$ cat src/sv/fbc_pkg.sv
// fbc_pkg: shared types and constants of the frustum box classifier.
// Depends on nothing; used by every module under sv/.

package fbc_pkg;

    // Planes that take part in the test (the first NUM_PLANES of the list)
    localparam int NUM_PLANES = 6;
    // Plane registers held by the configuration port
    localparam int REG_COUNT  = 6;
    localparam int CFG_IDX_W  = 3;
    localparam int CFG_DATA_W = 64;

    localparam int COORD_W  = 16;  // signed Q11.4
    localparam int EXTENT_W = 15;  // unsigned Q11.4
    localparam int COMP_W   = 16;  // plane component, signed
    localparam int OFF_SHIFT = 14; // brings Q11.4 offset to the 2^18 product scale

    localparam int PROD_C_W = 2 * COMP_W;          // signed n * c
    localparam int PROD_E_W = COMP_W + EXTENT_W;   // unsigned |n| * e
    localparam int DIST_W   = PROD_C_W + 2;        // sum of three signed products
    localparam int RAD_W    = PROD_E_W + 2;        // sum of three unsigned products
    localparam int OFFS_W   = COMP_W + OFF_SHIFT;  // scaled offset
    localparam int TEST_W   = DIST_W + 2;          // dist +/- rad + offset

    localparam int CLASS_W = 2;
    localparam logic [CLASS_W-1:0] CLASS_INSIDE   = 2'd0;
    localparam logic [CLASS_W-1:0] CLASS_CROSSING = 2'd1;
    localparam logic [CLASS_W-1:0] CLASS_OUTSIDE  = 2'd2;

    // Register word layout: offset in the top quarter, normal x in the bottom
    typedef struct packed {
        logic signed [COMP_W-1:0] off;
        logic signed [COMP_W-1:0] nz;
        logic signed [COMP_W-1:0] ny;
        logic signed [COMP_W-1:0] nx;
    } plane_t;

    typedef struct packed {
        logic outside;
        logic crossing;
    } lane_flags_t;

endpackage

$ cat src/sv/fbc_plane_lane.sv
// fbc_plane_lane: three-stage test of one box against one plane.
// Depends on fbc_pkg.

module fbc_plane_lane
(
    input  logic                                 clk,
    input  fbc_pkg::plane_t                      plane,
    input  logic signed [fbc_pkg::COORD_W-1:0]   center_x,
    input  logic signed [fbc_pkg::COORD_W-1:0]   center_y,
    input  logic signed [fbc_pkg::COORD_W-1:0]   center_z,
    input  logic        [fbc_pkg::EXTENT_W-1:0]  extent_x,
    input  logic        [fbc_pkg::EXTENT_W-1:0]  extent_y,
    input  logic        [fbc_pkg::EXTENT_W-1:0]  extent_z,
    output fbc_pkg::lane_flags_t                 flags
);

    logic signed [fbc_pkg::COMP_W-1:0]   comp   [3];
    logic        [fbc_pkg::COMP_W-1:0]   mag    [3];
    logic signed [fbc_pkg::COORD_W-1:0]  coord  [3];
    logic        [fbc_pkg::EXTENT_W-1:0] ext    [3];

    logic signed [fbc_pkg::PROD_C_W-1:0] pc_reg [3];
    logic signed [fbc_pkg::PROD_C_W-1:0] pc_next [3];
    logic        [fbc_pkg::PROD_E_W-1:0] pe_reg [3];
    logic        [fbc_pkg::PROD_E_W-1:0] pe_next [3];
    logic signed [fbc_pkg::COMP_W-1:0]   off1_reg;

    logic signed [fbc_pkg::DIST_W-1:0]   dist_reg, dist_next;
    logic        [fbc_pkg::RAD_W-1:0]    rad_reg, rad_next;
    logic signed [fbc_pkg::OFFS_W-1:0]   offs_reg, offs_next;

    logic signed [fbc_pkg::TEST_W-1:0]   upper, lower;
    fbc_pkg::lane_flags_t                flags_reg, flags_next;

    // Stage 1: products; the magnitude of -2^15 is 2^15, exact in 16 unsigned bits
    always_comb
    begin
        comp[0]  = plane.nx;
        comp[1]  = plane.ny;
        comp[2]  = plane.nz;
        coord[0] = center_x;
        coord[1] = center_y;
        coord[2] = center_z;
        ext[0]   = extent_x;
        ext[1]   = extent_y;
        ext[2]   = extent_z;
        for (int i = 0; i < 3; i++)
        begin
            mag[i]     = comp[i][fbc_pkg::COMP_W-1] ? (~comp[i] + 1'b1) : comp[i];
            pc_next[i] = fbc_pkg::PROD_C_W'(comp[i]) * fbc_pkg::PROD_C_W'(coord[i]);
            pe_next[i] = fbc_pkg::PROD_E_W'(mag[i]) * fbc_pkg::PROD_E_W'(ext[i]);
        end
    end

    // Stage 2: centre distance, projected radius, scaled offset
    always_comb
    begin
        dist_next = fbc_pkg::DIST_W'(pc_reg[0]) + fbc_pkg::DIST_W'(pc_reg[1])
                  + fbc_pkg::DIST_W'(pc_reg[2]);
        rad_next  = fbc_pkg::RAD_W'(pe_reg[0]) + fbc_pkg::RAD_W'(pe_reg[1])
                  + fbc_pkg::RAD_W'(pe_reg[2]);
        offs_next = $signed({off1_reg, {fbc_pkg::OFF_SHIFT{1'b0}}});
    end

    // Stage 3: sign tests of both box corners against the plane
    always_comb
    begin
        upper = fbc_pkg::TEST_W'(dist_reg)
              + $signed({{(fbc_pkg::TEST_W-fbc_pkg::RAD_W){1'b0}}, rad_reg})
              + fbc_pkg::TEST_W'(offs_reg);
        lower = fbc_pkg::TEST_W'(dist_reg)
              - $signed({{(fbc_pkg::TEST_W-fbc_pkg::RAD_W){1'b0}}, rad_reg})
              + fbc_pkg::TEST_W'(offs_reg);
        flags_next.outside  = upper[fbc_pkg::TEST_W-1];
        flags_next.crossing = lower[fbc_pkg::TEST_W-1];
    end

    always_ff @(posedge clk)
    begin
        for (int i = 0; i < 3; i++)
        begin
            pc_reg[i] <= pc_next[i];
            pe_reg[i] <= pe_next[i];
        end
        off1_reg  <= plane.off;
        dist_reg  <= dist_next;
        rad_reg   <= rad_next;
        offs_reg  <= offs_next;
        flags_reg <= flags_next;
    end

    assign flags = flags_reg;

endmodule

$ cat config.mk
export PLATFORM = sky130hd
export DESIGN_NAME = fbc_plane_lane
export DESIGN_NICKNAME = d
export VERILOG_FILES = /design/src/sv/fbc_pkg.sv /design/src/sv/fbc_plane_lane.sv
export SDC_FILE = /design/constraint.sdc
export NUM_CORES = 2
export LEC_CHECK = 0
export BUFFER_PORTS_ARGS = -buffer_cell sky130_fd_sc_hd__buf_2
export CORE_MARGIN = 5
export CORE_UTILIZATION = 30
export DETAILED_ROUTE_END_ITERATION = 10
export MAX_ROUTING_LAYER = met4
export RECOVER_POWER = 50
export SLEW_MARGIN = 10
export SYNTH_ARGS = -nofsm -noshare
export SYNTH_HDL_FRONTEND = slang
export SYNTH_SLANG_ARGS = --single-unit
$ cat constraint.sdc
create_clock -name clk -period 15.8 [get_ports clk]
set_input_delay 1.58 -clock clk [delete_from_list [all_inputs] [get_ports clk]]
set_output_delay 1.58 -clock clk [all_outputs]
set_load 0.005 [all_outputs]
Yosys cells after proc, flatten, opt, wreduce, memory -nomap -nowiden --
Memories as Yosys holds them, arrays and structs flattened. Cells that the tools add are included.
Word-level totals: bits in registers 101, bits in latches 0, bits in writable memories 189, memory bits (read-only) 0, input bits 158, output and inout port bits 2, word-level logic and storage cells 31, memories kept 2
Operators by class: add/subtract/negate cells 11, multipliers 6, div/mod/pow operators 0, magnitude comparators 0, equality and inequality tests 0, shift-type cells 0, mux-type cells 3, bitwise operators 3, reductions and logical operators 0
Memory list:
- pc_reg | words 3, width 32, read ports 3, clocked after Yosys merged registers in 0, wr ports 3, RTL line fbc_plane_lane.sv:22 | logic signed [fbc_pkg::PROD_C_W-1:0] pc_reg [3];
- pe_reg | words 3, width 31, read ports 3, clocked after Yosys merged registers in 0, wr ports 3, RTL line fbc_plane_lane.sv:24 | logic [fbc_pkg::PROD_E_W-1:0] pe_reg [3];
Operators with widths (number):
- 16-bit by 16-bit multiplier with 32-bit output | 3
- 16-bit by 15-bit multiplier with 31-bit output | 3
- 35-bit by 30-bit adder with 36-bit output | 2
- 16-bit by 1-bit adder with 16-bit output, second input constant | 3
- 16-bit 2-to-1 mux | 3
- 16-bit inverter | 3
- 34-bit by 34-bit adder with 35-bit output | 1
- 34-bit by 34-bit subtractor with 35-bit output | 1
- 33-bit by 32-bit adder with 34-bit output | 1
- 32-bit by 31-bit adder with 33-bit output | 1
- 32-bit by 32-bit adder with 33-bit output | 1
- 31-bit by 31-bit adder with 32-bit output | 1

Depth between registers and ports, before layout --
depth after elaboration 4, mapped depth 31

Worst setup path before layout --
No wires, ideal clock.
path kind input-to-reg, start input port plane[0] (netlist bit), end memory pe_reg[0][30] (netlist bit), setup time 127 ps, arrival 8475 ps, required time 15673 ps, setup slack 7197 ps, stages 30, buffers on the path 3, cell sequence clkbuf_1 > inv_1 > ha_1 > nand2_1 > or4_1 > o21ai_0 > xnor2_1 > clkbuf_1 > and2_1 > fa_1 > inv_1 > fa_1 > inv_1 > fa_1 > inv_1 > fa_1 > inv_1 > fa_1 > inv_1 > fa_1 > inv_1 > ha_1 > clkbuf_1 > o2111ai_1 > o21ai_1 > a21oi_1 > or3_1 > a311oi_1 > and4_1 > nor3_1
RTL lines:
- from (decl) | RTL line fbc_plane_lane.sv:7 | input fbc_pkg::plane_t plane,
- to (decl) | RTL line fbc_plane_lane.sv:24

==> run metrics <==
status=finished with violations; failing checks=capacitance limit, slew limit; port buffer count=159; Unique masters post-synth=75; maxcap violations=4; share of layout cells above drive strength 1=4.019%; most frequent cells in the layout=inv_1, fa_1, nand2_1, and2_1, ha_1; crit path kind=in2reg; Placed Area=71,030 sq um; H-tree depth=2; initial core utilization=30.16%; first-pass GRT wire length=286,100 um; Routed Antenna Nets=0; met1 WL=70,010 um; Area Overhead vs Synth=7.837%; vias in the first global route=52,310; Worst slew margin=-24.06%; crit-path max FO=33; Fin. Hold Viols=0; routability cong.=0.9165; Skew-Pair Late Insertion Delay=0.59 ns; Routed Wire Length=178,200 um; Slew Viols, Final=116; CTS Buf Count=40; min-delay worst type=reg2reg; worst setup path startpoint=plane[0]; min Tclk post-route=10.23 ns; Crit path required time=16.26 ns; sequential share of the synthesized area=8.650%; drt wl/cell=17.30 um; share of the clock period used by the worst path=64.72%; hpwl dp=148,700 um; core area=222,500 sq um; GRT Util Overall=15.96%; commonest non-fill, non-tap cell in the layout=inv_1; post-layout util=32.53%; RSZ-0062 raised after global routing=false; worst r2r src=offs_reg[29]; total grt overflow=0; Syn Inst Count=7,271; Fill cells=23,170; metal2 WL=91,170 um; actual slew at the worst max-slew pin=1.848 ns; drt first pass iters=8; die area=233,300 sq um; area of the multi-input gates=53,910 sq um; via/cell ratio=4.612; Setup Buffers After CTS=0; clock root buffer=clkbuf_16; Clk pin slew, worst setup/hold paths=0.07 ns; Worst setup SP type=input port; # setup viols final=0; largest net degree at the start of global routing=34; Clock Skew=0.02965 ns; IO Pins=160; die width=483.0 um; hold buffers post-CTS=0; DR iter-0 viols=2,511; setup TNS=0 ns; #FFs+latches synth=290; DR vias=47,510; max frequency=97.79 MHz; CP endpoint kind=flop; Die Span Y=483.0 um; initial antenna violation count=41; DR top layer=met4; CTS resizes=0; CTS tree=built; Mapped Nets=9,547; Avg Cell Area, Syn=9.231 sq um; # nets final=9,542; worst path arrival time=10.68 ns; r2r setup slk=11.97 ns; row count=173; Critical Path Sink=pe_reg[0][30]; warnings from Yosys=0; Final Cell Area=72,380 sq um; Synth Cell Area=67,120 sq um; Async SR Flop Fraction=0%; FF/Latch Area=5806 sq um; Clock Path Buffers=3; number of remaining DRC errors=0; R2R cell count=11; Top FF cell, synth=dfxtp_1; Num Clock Sinks=290; Post-synth EDFFs=0; Largest register FFs=96; WL met3=8034 um; reg2reg end=flags[1]
==> through the flow <==
stage / worst slack, ns / instances / hold WS (ns)
6_report: 5.574 / 10300 / 0.3010
5_1_grt: 5.109 / 10300 / 0.3010
4_1_cts: 6.398 / 10270 / 0.2913
3_5_place_dp: 5.748 / 10200 / 0.3143
3_3_place_gp: 5.900 / 10200 / 0.3168
2_1_floorplan: 7.197 / 7271 / 0.3096
==> cells in the mapped netlist, drive strengths merged, types with 13 or more instances <==
| master | n | share of area (%) |
|---|---|---|
| and3 | 15 | 0.14 |
| nand4 | 19 | 0.18 |
| and2 | 787 | 7.3 |
| xor2 | 54 | 0.70 |
| o21bai | 25 | 0.28 |
| xnor2 | 226 | 2.9 |
| a211oi | 30 | 0.34 |
| nand2b | 60 | 0.56 |
| or3 | 16 | 0.16 |
| a31oi | 18 | 0.17 |
| o31ai | 16 | 0.18 |
| nor2 | 133 | 0.74 |
| clkbuf | 233 | 1.3 |
| o211ai | 17 | 0.19 |
| nor2b | 16 | 0.15 |
| dfxtp | 290 | 8.6 |
| buf | 13 | 0.11 |
| ha | 689 | 13 |
| fa | 1429 | 43 |
| a21oi | 191 | 1.4 |
| o21a | 39 | 0.44 |
| a21o | 83 | 0.93 |
| nor3 | 36 | 0.27 |
| o21ai | 128 | 0.95 |
| inv | 1731 | 9.7 |
| nand2 | 776 | 4.3 |
| nand3 | 47 | 0.35 |
==> worst min-delay path by stage <==
stage	endpoint	startpoint	cells after the start
final	offs_reg[24]	off1_reg[10]	0
after global routing	offs_reg[24]	off1_reg[10]	0
after CTS	offs_reg[24]	off1_reg[10]	0
after detailed placement	offs_reg[27]	off1_reg[13]	0
after global placement	offs_reg[27]	off1_reg[13]	0
after floorplan	offs_reg[14]	off1_reg[0]	0
==> critical path, stage by stage <==
cell	delay, ns
clkbuf_1	1.25
inv_1	0.24
ha_1	0.31
nand2_1	0.09
nand2_1	0.07
xnor2_1	1.42
nand2_1	0.25
fa_1	0.61
inv_1	0.04
ha_1	0.26
inv_1	0.05
fa_1	0.49
inv_1	0.06
fa_1	0.47
fa_1	0.50
inv_1	0.05
fa_1	0.47
inv_1	0.04
ha_1	0.35
and3_1	0.28
o2111ai_1	0.16
o21ai_1	0.30
a21oi_1	0.19
or3_1	0.38
a311oi_1	0.45
and4_1	0.25
nor3_1	0.05
==> layout make-up <==
| class | count | share of cell area, % |
|---|---|---|
| sequential | 290 | 8.021 |
| inverter | 1731 | 8.977 |
| multi-input combinational | 5004 | 74.48 |
| clock inverter | 20 | 0.2679 |
| timing repair buffer | 199 | 1.485 |
| clock buffer | 47 | 1.504 |
| tap | 2975 | 5.143 |
| antenna | 36 | 0.1245 |
==> metal layers <==
layer	GRT usage (%)	vias up
met5	-	-
met1	18.75	24280
met4	6.753	0
met2	27.86	1173
met3	1.618	306
li1	-	21750
==> cells by family (layout without fill, tap and decap cells) <==
| family | after synthesis | after routing | share of synthesized area (%) |
|---|---|---|---|
| and+or+nand+nor | 1957 | 1957 | 14.87 |
| DFF | 290 | 290 | 8.650 |
| other | 0 | 36 | 0 |
| adders and majority gates | 2118 | 2118 | 55.47 |
| AOI/OAI and AO/OA | 647 | 647 | 6.238 |
| xor gates and xnor gates | 280 | 280 | 3.654 |
| muxes | 2 | 2 | 0.03169 |
| buffers and inverters | 1977 | 1997 | 11.09 |
Power is not shown: default switching activity piles up to over one toggle a cycle in this logic, so the estimate is an artifact.
